File: config.mk
export PLATFORM = sky130hd
export DESIGN_NAME = poc_normal
export DESIGN_NICKNAME = d
export VERILOG_FILES = /design/src/hdl/poc_pkg.sv /design/src/hdl/poc_normal.sv
export SDC_FILE = /design/constraint.sdc
export NUM_CORES = 2
export LEC_CHECK = 0
export BUFFER_PORTS_ARGS = -buffer_cell sky130_fd_sc_hd__buf_2
export CAP_MARGIN = 25
export CORE_AREA = 2 2 359 361
export CTS_CLUSTER_DIAMETER = 30
export CTS_CLUSTER_SIZE = 16
export DETAILED_ROUTE_END_ITERATION = 7
export DIE_AREA = 0 0 361 363
export HOLD_SLACK_MARGIN = 0.03
export PLACE_DENSITY = 0.76
export SYNTH_ARGS = -nofsm -noshare
export SYNTH_HDL_FRONTEND = slang
export SYNTH_SLANG_ARGS = --single-unit
export TNS_END_PERCENT = 1
File: constraint.sdc
create_clock -name clk -period 9.6 [get_ports clk]
set_clock_uncertainty 0.2 [all_clocks]
set_input_delay 2.4 -clock clk [delete_from_list [all_inputs] [get_ports clk]]
set_output_delay 2.4 -clock clk [all_outputs]
set_load 0.02 [all_outputs]
File: src/hdl/poc_pkg.sv
// ----------------------------------------------------------------------------
// poc_pkg
// Shared constants and elaboration-time functions for the plane orientation
// classifier: field widths, reference plane normals and derived widths.
// ----------------------------------------------------------------------------
package poc_pkg;

	localparam int FRACTION_BITS_DEF = 14;
	localparam int IN_W              = 16;
	localparam int CODE_W            = 4;
	localparam int PLANE_COUNT       = 6;
	localparam int CAND_COUNT        = 2 * PLANE_COUNT;
	localparam int PROD_IN_W         = 2 * IN_W;
	localparam int WIDE_W            = PROD_IN_W + 1;
	localparam int ROUND_W           = WIDE_W + 1;

	// Reference vectors are exact in units of 1e-4, so their cross products
	// are exact in units of 1e-8.
	localparam longint REF_UNITS_SQ = 64'd100000000;

	// Cross products of the six reference plane pairs, taken in the order
	// (first, second), in units of 1e-8.
	localparam longint PLANE_NORMAL [PLANE_COUNT][3] = '{
		'{64'sd0,         64'sd0,          64'sd100000000},
		'{64'sd0,         64'sd100000000,  64'sd0},
		'{-64'sd100000000, 64'sd0,         64'sd0},
		'{-64'sd47500000, 64'sd76000000,   64'sd13000000},
		'{64'sd8970000,   -64'sd14352000,  64'sd88330000},
		'{64'sd67059000,  64'sd65197000,   -64'sd196000}
	};

	// Signed width of one rounded image normal component.
	function automatic int img_width(input int f);
		return ROUND_W - f;
	endfunction

	// Signed width of one reference normal component (magnitude up to 2^f).
	function automatic int ref_width(input int f);
		return f + 2;
	endfunction

	// Signed width of a distance key; covers |ref|^2 and twice the dot product.
	function automatic int key_width(input int f);
		int a;
		int b;
		a = 2 * f + 3;
		b = img_width(f) + ref_width(f) + 5;
		return (a > b) ? a : b;
	endfunction

	// Reference normal component scaled to f fraction bits, rounded half away
	// from zero.
	function automatic longint ref_value(input int f, input int p, input int i);
		longint n;
		longint m;
		longint q;
		n = PLANE_NORMAL[p][i];
		m = (n < 0) ? -n : n;
		q = ((m << f) + REF_UNITS_SQ / 2) / REF_UNITS_SQ;
		return (n < 0) ? -q : q;
	endfunction

	// Squared length of a scaled reference normal.
	function automatic longint ref_norm_sq(input int f, input int p);
		longint s;
		longint v;
		s = 0;
		for (int i = 0; i < 3; i++) begin
			v = ref_value(f, p, i);
			s = s + v * v;
		end
		return s;
	endfunction

	// Orientation code of candidate j in trial order +1, -1, +2, -2, ...
	function automatic logic signed [CODE_W-1:0] cand_code(input int j);
		int k;
		k = j / 2 + 1;
		return (j % 2 == 0) ? CODE_W'(k) : CODE_W'(-k);
	endfunction

endpackage

File: src/hdl/poc_normal.sv
// ----------------------------------------------------------------------------
// poc_normal
// Image plane normal: the six partial products of the cross product are
// registered, then each component is formed and rounded to the input format.
// ----------------------------------------------------------------------------
module poc_normal #(
	parameter int FRACTION_BITS = poc_pkg::FRACTION_BITS_DEF,
	parameter int IMG_W         = poc_pkg::img_width(poc_pkg::FRACTION_BITS_DEF)
) (
	input  logic                               clk,
	input  logic                               arst_n,
	input  logic                               in_valid,
	output logic                               in_ready,
	input  logic signed [poc_pkg::IN_W-1:0]    row_x,
	input  logic signed [poc_pkg::IN_W-1:0]    row_y,
	input  logic signed [poc_pkg::IN_W-1:0]    row_z,
	input  logic signed [poc_pkg::IN_W-1:0]    col_x,
	input  logic signed [poc_pkg::IN_W-1:0]    col_y,
	input  logic signed [poc_pkg::IN_W-1:0]    col_z,
	output logic                               out_valid,
	input  logic                               out_ready,
	output logic signed [IMG_W-1:0]            img [3]
);
	import poc_pkg::*;

	localparam logic signed [ROUND_W-1:0] HALF =
		ROUND_W'(longint'(1) << (FRACTION_BITS - 1));

	logic                          v_s1;
	logic                          v_s2;
	logic                          en_s1;
	logic                          en_s2;
	logic signed [PROD_IN_W-1:0]   prod_s1 [6];
	logic signed [PROD_IN_W-1:0]   prod_d  [6];
	logic signed [IMG_W-1:0]       img_s2  [3];
	logic signed [IMG_W-1:0]       img_d   [3];

	assign en_s2    = !v_s2 || out_ready;
	assign en_s1    = !v_s1 || en_s2;
	assign in_ready = en_s1;

	// Pairs ordered so that component i is prod[2i] - prod[2i+1].
	always_comb begin
		prod_d[0] = PROD_IN_W'(row_y) * PROD_IN_W'(col_z);
		prod_d[1] = PROD_IN_W'(row_z) * PROD_IN_W'(col_y);
		prod_d[2] = PROD_IN_W'(row_z) * PROD_IN_W'(col_x);
		prod_d[3] = PROD_IN_W'(row_x) * PROD_IN_W'(col_z);
		prod_d[4] = PROD_IN_W'(row_x) * PROD_IN_W'(col_y);
		prod_d[5] = PROD_IN_W'(row_y) * PROD_IN_W'(col_x);
	end

	// Floor of (w + half - [w < 0]) / 2^F rounds half away from zero.
	always_comb begin
		logic signed [WIDE_W-1:0]  wide;
		logic signed [ROUND_W-1:0] sum;
		for (int i = 0; i < 3; i++) begin
			wide     = WIDE_W'(prod_s1[2*i]) - WIDE_W'(prod_s1[2*i+1]);
			sum      = ROUND_W'(wide) + HALF - (wide[WIDE_W-1] ? ROUND_W'(1) : ROUND_W'(0));
			img_d[i] = IMG_W'(sum >>> FRACTION_BITS);
		end
	end

	always_ff @(posedge clk or negedge arst_n) begin
		if (!arst_n) begin
			v_s1 <= 1'b0;
			v_s2 <= 1'b0;
		end else begin
			if (en_s1) v_s1 <= in_valid;
			if (en_s2) v_s2 <= v_s1;
		end
	end

	always_ff @(posedge clk) begin
		if (en_s1) prod_s1 <= prod_d;
		if (en_s2) img_s2  <= img_d;
	end

	assign out_valid = v_s2;
	assign img       = img_s2;

endmodule

### Word level (Yosys, flattened, before mapping)

Index checks and enable logic that the tools add are counted.

* word-level logic and storage cells: 33
* output and inout port bits: 62
* bits in registers: 254
* input bits: 100

* multipliers: 6
* reductions and logical operators: 4
* $add $sub $neg: 9
* multiplexer cells: 3

Operator list (number)
* $mul 16x16->32: 6
* $add 33x15->34 const B: 3
* $sub 34x2->34: 3
* $sub 32x32->33: 3
* $mux 1: 3
* $logic_not 1->1: 2
* $logic_or 1x1->1: 2

### Depth between registers and ports, before layout

* word-level depth: 3
* gate-level depth with buffers: 27
* gate-level depth less buffers: 27

### Worst setup path after synthesis

Ideal clock, no wire load.

* path type: input-to-output
* from: input out_ready
* to: output in_ready
* arrival time: 6918 ps
* stages: 1
* path slack: 82 ps
* data required time: 7000 ps
* buffers on the path: 0
* path through: nand3b_1

* word-level cells in the longest chain between the ends: 2

Ends and longest elaborated chain
* from (decl): line poc_normal.sv:21 `input logic out_ready,`
* $logic_or 1x1->1: line poc_normal.sv:38 `assign en_s2 = !v_s2 || out_ready;`
* $logic_or 1x1->1: line poc_normal.sv:39 `assign en_s1 = !v_s1 || en_s2;`
* to (decl): line poc_normal.sv:13 `output logic in_ready,`

No other way between the ends.

==> metrics.yaml <==
route:
  drt-total-wl_um: 191600
  drt_first_iter_violations: 4343
  vias: 55550
  drc_errors: 0
  via_per_inst: 5.584
  wl_per_cell_um: 19.26
  drtAntennaViolNets: 0
  firstDrtPassIters: 6
flow_run:
  drv_cap: 0
grt:
  grt_pass1_wl_um: 313600
  grt_max_degree: 167
  grt_pass1_vias: 59930
  grt_usage_pct: 30.52
  antenna_found_initial: 33
  grt.overflow.total: 0
floorplan:
  io_pins: 162
  rows: 131
  die_h_um: 363
  die_area_um2: 131000
  core_um2: 127000
  initial_core_util_pct: 59.59
  die_w_um: 361
clocking:
  clock_latency_ps: 680
  cts.sinks: 254
  cts_tree: "yes"
  postCtsSetupBuffers: 0
  cts-root-buf: "clkbuf_16"
  cts_resized: 0
  clk_path_buf_depth: 3
  cts_buffers: 68
  htree_levels: 3
  cts.clk_slew.worst_paths_ps: 50
  hold_buffers: 0
timing:
  finalHoldViolCount: 0
  setup-tns-final_ps: 0
  setup_viol: 0
  fmax_mhz: 113.4
  worst_pin_slew_ps: 1200
  maxSlewViolCount: 0
  slew_headroom_pct: 20.03
  rsz0062_at_grt: "no"
  period_needed_ps: 8821
  finalCritPeriodShare_pct: 91.88
placed_design:
  gp_congestion: 0.9561
  dp.cells: 9804
  io_buffers: 161
  hpwl_um: 160000
  place_area_um2: 78560
synth:
  ys_warn_count: 0
  avgSynthCellArea_um2: 9.289
  synth_fp_nets: 10510
  synth_edf_count: 252
  synth_cells: 8149
  async_flop_share_pct: 0.7874
  synth-main-ff-cell: "edfxtp_1"
  seq_area_frac_synth_pct: 10.06
  ys_types: 89
  syn-cell-area_um2: 75700
  ys_ff_latch: 254
setup_path:
  endpoint_kind: "flip-flop"
  critical_path_class: "in2reg"
  cp.arrival_ps: 9020
  cp-startpoint: "col_z[1]"
  crit_required_ps: 9800
  startpoint_type: "input port"
  r2r_start: "prod_s1[32]$_DFFE_PP_"
  path_max_fanout: 17
finish:
  fin_nets: 10570
  utilization_pct: 63.73
  fin_area_um2: 80950
  layout-drive-gt1-share_pct: 5.492
  instances_no_fill: 9947
  area_growth_pct: 6.939
min_path:
  holdCritStartpoint: "v_s1$_DFFE_PN0P_"
  hold_path_class: "reg2reg"
outcome:
  status: "complete, no violations"
[layer usage]
layer  routed length, um  global-route usage [%]  vias to the layer above
li1                    -                       -                    24860
met1               73970                   38.92                    28100
met2               92430                   51.02                     2100
met3               16340                   6.036                      460
met4                8677                   12.89                       26
met5                 173                       0                        -
[layout by cell type, fill, tap and decap left out, types with 17 or more instances in the layout]
cell type,netlist,layout
nor2b_1,40,40
or3_1,18,18
nand2b_1,70,69
nand2_1,830,830
buf_2,1,161
o21bai_1,37,37
o211ai_1,17,17
and3_1,24,24
nor3_1,57,57
edfxtp_1,252,252
nand4_1,30,30
and2_1,754,754
nor2_1,243,243
nand3_1,61,61
o21ai_0,138,138
a21o_1,136,136
a211oi_1,25,25
xnor2_1,254,254
ha_1,682,682
buf_4,1,135
fa_1,1575,1575
o21a_1,45,45
diode_2,0,19
clkbuf_16,0,68
inv_1,1960,1960
a31oi_1,22,22
xor2_1,90,90
a21oi_1,254,254
[cells in the mapped netlist (9+ instances only)]
master | number | share of area, %
a211oi_1 | 25 | 0.25
a21boi_0 | 12 | 0.12
a21o_1 | 136 | 1.3
a21oi_1 | 254 | 1.7
a31o_2 | 9 | 0.10
a31oi_1 | 22 | 0.18
and2_1 | 754 | 6.2
and3_1 | 24 | 0.20
clkbuf_1 | 304 | 1.5
edfxtp_1 | 252 | 10
fa_1 | 1575 | 42
ha_1 | 682 | 11
inv_1 | 1960 | 9.7
nand2_1 | 830 | 4.1
nand2b_1 | 70 | 0.58
nand3_1 | 61 | 0.40
nand3b_1 | 9 | 0.089
nand4_1 | 30 | 0.25
nor2_1 | 243 | 1.2
nor2b_1 | 40 | 0.33
nor3_1 | 57 | 0.38
o211ai_1 | 17 | 0.17
o21a_1 | 45 | 0.45
o21ai_0 | 138 | 0.91
o21bai_1 | 37 | 0.37
o31ai_1 | 13 | 0.13
or2_2 | 13 | 0.11
or3_1 | 18 | 0.15
xnor2_1 | 254 | 2.9
xor2_1 | 90 | 1.0
[logic make-up after synthesis]
kind of cell / share of synthesized area [%]
buffers and inverters: 11.26
adder cells (fa/ha/maj): 52.93
AND/OR/NAND/NOR: 14.42
AO/OA/AOI/OAI: 7.278
XOR/XNOR: 4.002
flip-flops: 10.06
multiplexers: 0.05289
[registers in the layout, summed over array words and instances (netlist names)]
name       cells
prod_s1      192
img           60
out_valid      1
v_s1           1
[path summary, 6_finish.rpt]
path / to / slack [ps] / cells past startpoint
setup / recovery: prod_s1[94]$_DFFE_PP_ / 780 / 22
hold / removal: out_valid$_DFFE_PN0P_ / 260 / 1
setup reg to reg: img[18]$_DFFE_PP_ / 3730 / 24
hold reg to reg: out_valid$_DFFE_PN0P_ / 260 / 1
max in group asynchronous: v_s1$_DFFE_PN0P_ / 7790 / 1
min in group asynchronous: out_valid$_DFFE_PN0P_ / 1310 / 1
[final cells by class]
cell class	instances	area (um^2)
Fill cell	10210	46080
Clock inverter	44	596.8
Clock buffer	80	1747
Tap cell	1662	2079
Inverter	1960	7357
Antenna cell	19	47.55
Timing Repair Buffer	303	1943
Sequential cell	254	7617
Multi-Input combinational cell	5625	59560
[stage by stage]
stage                     hold WS [ps]  setup slack, ps
final                            263.7            779.1
after global routing             315.5            427.3
after CTS                        264.1            892.7
after detailed placement         255.2            177.5
after global placement           241.5            356.4
after floorplan                  235.1            81.82
[critical path, stage by stage]
cell and delay, ps:
buf_2 370, buf_4 310, nand2_1 120, inv_1 130, fa_1 540, fa_1 600
fa_1 460, fa_1 500, fa_1 490, inv_1 50, fa_1 530, inv_1 60
ha_1 340, a21o_1 200, a21o_1 170, a21oi_1 160, nor3b_1 350, nand3_1 140
nor3b_1 200, o31ai_1 450, o21ai_0 230, xor2_1 180
Power is left out: the tool's default activity adds up to more than one toggle a clock period on the data nets, which glitch-free logic cannot reach.
