`src/hdl/poc_pkg.sv`:
```
// ----------------------------------------------------------------------------
// poc_pkg
// Shared constants and elaboration-time functions for the plane orientation
// classifier: field widths, reference plane normals and derived widths.
// ----------------------------------------------------------------------------
package poc_pkg;

	localparam int FRACTION_BITS_DEF = 14;
	localparam int IN_W              = 16;
	localparam int CODE_W            = 4;
	localparam int PLANE_COUNT       = 6;
	localparam int CAND_COUNT        = 2 * PLANE_COUNT;
	localparam int PROD_IN_W         = 2 * IN_W;
	localparam int WIDE_W            = PROD_IN_W + 1;
	localparam int ROUND_W           = WIDE_W + 1;

	// Reference vectors are exact in units of 1e-4, so their cross products
	// are exact in units of 1e-8.
	localparam longint REF_UNITS_SQ = 64'd100000000;

	// Cross products of the six reference plane pairs, taken in the order
	// (first, second), in units of 1e-8.
	localparam longint PLANE_NORMAL [PLANE_COUNT][3] = '{
		'{64'sd0,         64'sd0,          64'sd100000000},
		'{64'sd0,         64'sd100000000,  64'sd0},
		'{-64'sd100000000, 64'sd0,         64'sd0},
		'{-64'sd47500000, 64'sd76000000,   64'sd13000000},
		'{64'sd8970000,   -64'sd14352000,  64'sd88330000},
		'{64'sd67059000,  64'sd65197000,   -64'sd196000}
	};

	// Signed width of one rounded image normal component.
	function automatic int img_width(input int f);
		return ROUND_W - f;
	endfunction

	// Signed width of one reference normal component (magnitude up to 2^f).
	function automatic int ref_width(input int f);
		return f + 2;
	endfunction

	// Signed width of a distance key; covers |ref|^2 and twice the dot product.
	function automatic int key_width(input int f);
		int a;
		int b;
		a = 2 * f + 3;
		b = img_width(f) + ref_width(f) + 5;
		return (a > b) ? a : b;
	endfunction

	// Reference normal component scaled to f fraction bits, rounded half away
	// from zero.
	function automatic longint ref_value(input int f, input int p, input int i);
		longint n;
		longint m;
		longint q;
		n = PLANE_NORMAL[p][i];
		m = (n < 0) ? -n : n;
		q = ((m << f) + REF_UNITS_SQ / 2) / REF_UNITS_SQ;
		return (n < 0) ? -q : q;
	endfunction

	// Squared length of a scaled reference normal.
	function automatic longint ref_norm_sq(input int f, input int p);
		longint s;
		longint v;
		s = 0;
		for (int i = 0; i < 3; i++) begin
			v = ref_value(f, p, i);
			s = s + v * v;
		end
		return s;
	endfunction

	// Orientation code of candidate j in trial order +1, -1, +2, -2, ...
	function automatic logic signed [CODE_W-1:0] cand_code(input int j);
		int k;
		k = j / 2 + 1;
		return (j % 2 == 0) ? CODE_W'(k) : CODE_W'(-k);
	endfunction

endpackage

```
`src/hdl/poc_score.sv`:
```
// ----------------------------------------------------------------------------
// poc_score
// Distance keys: the squared distance to each reference normal, less the
// common |img|^2 term, is |ref|^2 - 2 img.ref; the reversed order flips the
// sign of the dot product. Products and keys each get a register stage.
// ----------------------------------------------------------------------------
module poc_score #(
	parameter int FRACTION_BITS = poc_pkg::FRACTION_BITS_DEF,
	parameter int IMG_W         = poc_pkg::img_width(poc_pkg::FRACTION_BITS_DEF),
	parameter int KEY_W         = poc_pkg::key_width(poc_pkg::FRACTION_BITS_DEF)
) (
	input  logic                    clk,
	input  logic                    arst_n,
	input  logic                    in_valid,
	output logic                    in_ready,
	input  logic signed [IMG_W-1:0] img [3],
	output logic                    out_valid,
	input  logic                    out_ready,
	output logic signed [KEY_W-1:0] keys [poc_pkg::CAND_COUNT]
);
	import poc_pkg::*;

	localparam int REF_W  = ref_width(FRACTION_BITS);
	localparam int PROD_W = IMG_W + REF_W;

	logic                    v_s3;
	logic                    v_s4;
	logic                    en_s3;
	logic                    en_s4;
	logic signed [PROD_W-1:0] prod_d  [PLANE_COUNT][3];
	logic signed [PROD_W-1:0] prod_s3 [PLANE_COUNT][3];
	logic signed [KEY_W-1:0]  key_d   [CAND_COUNT];
	logic signed [KEY_W-1:0]  key_s4  [CAND_COUNT];

	assign en_s4    = !v_s4 || out_ready;
	assign en_s3    = !v_s3 || en_s4;
	assign in_ready = en_s3;

	for (genvar p = 0; p < PLANE_COUNT; p++) begin : g_plane
		localparam logic signed [KEY_W-1:0] NSQ = KEY_W'(ref_norm_sq(FRACTION_BITS, p));
		logic signed [KEY_W-1:0] dot2;

		for (genvar i = 0; i < 3; i++) begin : g_comp
			localparam logic signed [PROD_W-1:0] RC =
				PROD_W'(ref_value(FRACTION_BITS, p, i));
			assign prod_d[p][i] = PROD_W'(img[i]) * RC;
		end

		assign dot2 = (KEY_W'(prod_s3[p][0]) + KEY_W'(prod_s3[p][1])
			+ KEY_W'(prod_s3[p][2])) <<< 1;
		assign key_d[2*p]   = NSQ - dot2;
		assign key_d[2*p+1] = NSQ + dot2;
	end

	always_ff @(posedge clk or negedge arst_n) begin
		if (!arst_n) begin
			v_s3 <= 1'b0;
			v_s4 <= 1'b0;
		end else begin
			if (en_s3) v_s3 <= in_valid;
			if (en_s4) v_s4 <= v_s3;
		end
	end

	always_ff @(posedge clk) begin
		if (en_s3) prod_s3 <= prod_d;
		if (en_s4) key_s4  <= key_d;
	end

	assign out_valid = v_s4;
	assign keys      = key_s4;

endmodule

```
`config.mk`:
```
export PLATFORM = sky130hd
export DESIGN_NAME = poc_score
export DESIGN_NICKNAME = d
export VERILOG_FILES = /design/src/hdl/poc_pkg.sv /design/src/hdl/poc_score.sv
export SDC_FILE = /design/constraint.sdc
export NUM_CORES = 2
export LEC_CHECK = 0
export ABC_AREA = 1
export BUFFER_PORTS_ARGS = -buffer_cell sky130_fd_sc_hd__buf_2
export CAP_MARGIN = 20
export CELL_PAD_IN_SITES_DETAIL_PLACEMENT = 1
export CELL_PAD_IN_SITES_GLOBAL_PLACEMENT = 1
export CORE_UTILIZATION = 35
export DETAILED_ROUTE_END_ITERATION = 6
export MAX_ROUTING_LAYER = met4
export PLACE_DENSITY = 0.71
export SYNTH_ARGS = -nofsm -noshare
export SYNTH_HDL_FRONTEND = slang
export SYNTH_SLANG_ARGS = --single-unit
export TNS_END_PERCENT = 50
```
`constraint.sdc`:
```
create_clock -name clk -period 16.6 [get_ports clk]
set_input_delay 4.15 -clock clk [delete_from_list [all_inputs] [get_ports clk]]
set_output_delay 4.15 -clock clk [all_outputs]
set_load 0.03 [all_outputs]
```
Word-level counts from Yosys, hierarchy flattened:

Index checks and enable logic that the tools add are counted.

* register bits after elaboration: 850
* bits of input ports: 64
* output and inout port bits: 494
* logic and storage cells: 58

* $add $sub $neg: 20
* multipliers: 8
* reductions and logical operators: 4

Operator list (count)
* multiplier 20 x 13 -> 33 bit, second input constant: 3
* adder 29 x 38 -> 39 bit, first input constant: 2
* subtractor 29 x 38 -> 39 bit, first input constant: 2
* adder 30 x 35 -> 36 bit, first input constant: 2
* adder 34 x 35 -> 36 bit: 2
* subtractor 30 x 35 -> 36 bit, first input constant: 2
* multiplier 20 x 12 -> 32 bit, second input constant: 2
* adder 29 x 37 -> 38 bit, first input constant: 1
* adder 30 x 37 -> 38 bit, first input constant: 1
* subtractor 29 x 37 -> 38 bit, first input constant: 1
* subtractor 30 x 37 -> 38 bit, first input constant: 1
* adder 36 x 33 -> 37 bit: 1
* adder 36 x 36 -> 37 bit: 1
* adder 35 x 35 -> 36 bit: 1
* multiplier 20 x 15 -> 35 bit, second input constant: 1
* adder 32 x 33 -> 34 bit: 1
* multiplier 20 x 14 -> 34 bit, second input constant: 1
* multiplier 20 x 11 -> 31 bit, second input constant: 1
* negator 20 -> 31 bit: 1
* negator 20 -> 22 bit: 1
* logical NOT 1 bit: 2
* logical OR 1 bit: 2

Logic depth before layout (Yosys ltp):

* depth after elaboration: 3
* mapped depth: 25
* depth with buffers taken out: 24

Least setup slack after synthesis:

No wires, ideal clock.

* path kind: input port to output port
* start point: input out_ready
* end point: output in_ready
* data arrival time: 11973 ps
* required time: 12450 ps
* path slack: 477 ps
* stages: 2
* buffers on the path: 0
* cells stage by stage: inv_1 nand3_1

* word-level cells in the longest chain between the ends: 2

RTL lines
* from (decl): RTL line poc_score.sv:18 `input logic out_ready,`
* logical OR 1 bit: RTL line poc_score.sv:35 `assign en_s4 = !v_s4 || out_ready;`
* logical OR 1 bit: RTL line poc_score.sv:36 `assign en_s3 = !v_s3 || en_s4;`
* to (decl): RTL line poc_score.sv:15 `output logic in_ready,`

Every way passes these cells.

==> results_dict.tcl <==
set metrics [dict create \
    async_flop_share_pct 0.2933 \
    cts-resized-gates 0 \
    rsz0062_at_grt "false" \
    drt_first_iter_violations 3220 \
    grt_pass1_wl_um 380800 \
    final_common_cell "inv_1" \
    worst_slew_pin_slew_ns 1.064 \
    cts_hold_buf 0 \
    antenna_found_initial 30 \
    fin_setup_tns_ns 0 \
    num_rows 170 \
    htreeDepth 3 \
    final_nets 10640 \
    end_kind "flop" \
    drv_slew 0 \
    clock-sinks 682 \
    cts.clk_slew.worst_paths_ns 0.06 \
    ys.flop_type "edfxtp_1" \
    io_pins 558 \
    insertion_delay_ns 0.76 \
    grt_max_degree 142 \
    die_h_um 468.0 \
    cts_buffers 86 \
    numPortBuffers 459 \
    drt_wl_total_um 251400 \
    grt_use_met1_pct 31.13 \
    synth_edf_count 680 \
    hold_path_class "flop to flop" \
    start_util_pct 35.30 \
    cp.required_ns 17.05 \
    use_met2_pct 39.27 \
    status "finished clean" \
    fin_crit_sh_pct 58.99 \
    cts_tree "built" \
    ys_ff_latch 682 \
    final_cell_mix "1,715 x inv_1, 1,552 x nand2_1, 1,022 x ha_1" \
    setup_viol 0 \
    slew_headroom_pct 29.04 \
    ant_nets 0 \
    clockBufferDepth 3 \
    fin_util_pct 39.16 \
    wl_per_cell_um 21.42 \
    synth_cell_types 56 \
    worstPathArrival_ns 10.25 \
    drv_cap 0 \
    cts_root_buf "clkbuf_16" \
    syn_area_sq_mm 0.07600 \
    vias 57670 \
    crit_fanout 14 \
    grt_pass1_vias 62240 \
    fin_skew_ns 0.05513 \
    synthCells 8298 \
    hpwl_um 215200 \
    grt-ovfl-total 0 \
    syn2layout_area_growth_pct 10.92 \
    gp_congestion 0.9591 \
    post_cts_buffers 0 \
    syn_avg_cell_area_sq_um 9.158 \
    dr.pass1.iters 6 \
    die-area_sq_mm 0.2190 \
    max_freq_ghz 0.1021 \
    fp.dieW_um 468.0 \
    hold_viol 0 \
    vias_per_cell 4.914 \
    drive_above_1_share_pct 7.914 \
    ys_seq_area_share_pct 26.94 \
    grt_util_all_layers_pct 23.76 \
    core_sq_mm 0.2153 \
    grt_use_met3_pct 2.234 \
    crit_type "input pin to flop" \
    start_kind "input pin" \
    yosysWarningCount 0 \
    period_minus_slack_ns 9.792 \
    busiest_layer "met2" \
    drc_errors 0 \
]
Yosys cell counts (8+ instances only):
cell type | count | area [sq um]
a21boi_0 | 10 | 75.07
a21o_1 | 21 | 157.7
a21oi_1 | 370 | 1852
a31oi_1 | 35 | 219.0
buf_4 | 147 | 1104
clkbuf_1 | 13 | 48.80
edfxtp_1 | 680 | 20420
fa_1 | 742 | 14850
ha_1 | 1022 | 12790
inv_1 | 1715 | 6437
inv_2 | 10 | 37.54
nand2_1 | 1553 | 5829
nand2_2 | 21 | 131.4
nand3_1 | 312 | 1562
nand3b_1 | 18 | 135.1
nand4_1 | 69 | 431.7
nor2_1 | 508 | 1907
nor2_2 | 8 | 50.05
nor3_1 | 93 | 465.5
nor4_1 | 18 | 112.6
o211ai_1 | 18 | 135.1
o21a_1 | 16 | 120.1
o21ai_0 | 197 | 986.0
o21bai_1 | 27 | 202.7
or2_2 | 11 | 68.82
xnor2_1 | 156 | 1366
xor2_1 | 441 | 3862
xor2_2 | 8 | 130.1
worst paths after layout:
check	start	end	slack, ns	cells after the start
min in group asynchronous	arst_n	out_valid	3.16	1
worst max register to register	prod_s3[144]	keys[242]	11.62	19
max in group asynchronous	arst_n	v_s3	13.34	1
worst max-delay path	img[49]	prod_s3[98]	6.81	22
worst min-delay path	prod_s3[418]	keys[269]	0.47	0
worst min register to register	prod_s3[418]	keys[269]	0.47	0
logic make-up (layout without fill, tap and decap cells):
family                   count (synthesis)  after routing  synth area share, %
AO/OA/AOI/OAI                          725            725                5.274
buffers and inverters                 1888           2377                10.05
XOR/XNOR                               606            606                7.073
adder cells (fa/ha/maj)               1764           1764                36.37
AND/OR/NAND/NOR                       2629           2629                14.26
flip-flops                             682            682                26.94
multiplexers                             2              2              0.02634
other                                    2            113             0.009882
layer usage:
layer | vias to the layer above | routed length (um)
li1 | 27230 | -
met3 | 241 | 9822
met1 | 29040 | 114800
met5 | - | 0
met4 | 0 | 6895
met2 | 1158 | 119800
per-stage QoR:
| step | worst slack [ns] | instance area (sq um) | hold WS, ns | cells |
|---|---|---|---|---|
| 4_1_cts | 6.848 | 84260 | 0.4699 | 11720 |
| 3_3_place_gp | 6.128 | 81300 | 0.4519 | 11560 |
| 3_5_place_dp | 6.070 | 81310 | 0.4414 | 11560 |
| 2_1_floorplan | 0.4772 | 76360 | 0.4264 | 8394 |
| 6_report | 6.808 | 84300 | 0.4662 | 11740 |
| 5_1_grt | 6.431 | 84290 | 0.4877 | 11730 |
critical path, stage by stage:
cell and delay, ns:
buf_2 0.40, inv_1 0.27, ha_1 0.43, inv_1 0.10, fa_1 0.52, fa_1 0.44
fa_1 0.50, inv_1 0.06, fa_1 0.56, inv_1 0.07, fa_1 0.53, inv_1 0.04
ha_1 0.35, nand2_1 0.09, nor2_1 0.11, inv_1 0.04, o21bai_1 0.29, a21oi_1 0.17
o21ai_0 0.45, a21boi_0 0.28, o21ai_0 0.27, xor2_1 0.10
state kept, by name, indices dropped and copies added, names as in the netlist:
name       flops
keys         346
v_s3           1
out_valid      1
prod_s3      334
final cells by class:
type / instances / area (sq um)
diodes: 15 / 37.54
clock buffers: 96 / 2253
clock inverters: 65 / 700.7
fillers: 25240 / 131000
inverters: 1727 / 6482
multi-input cells: 5824 / 48270
flip-flops and latches: 682 / 20470
well taps: 2838 / 3551
repair buffers: 489 / 2535
Power is left out: the tool's default activity adds up to more than one toggle a clock period on the data nets, which glitch-free logic cannot reach.
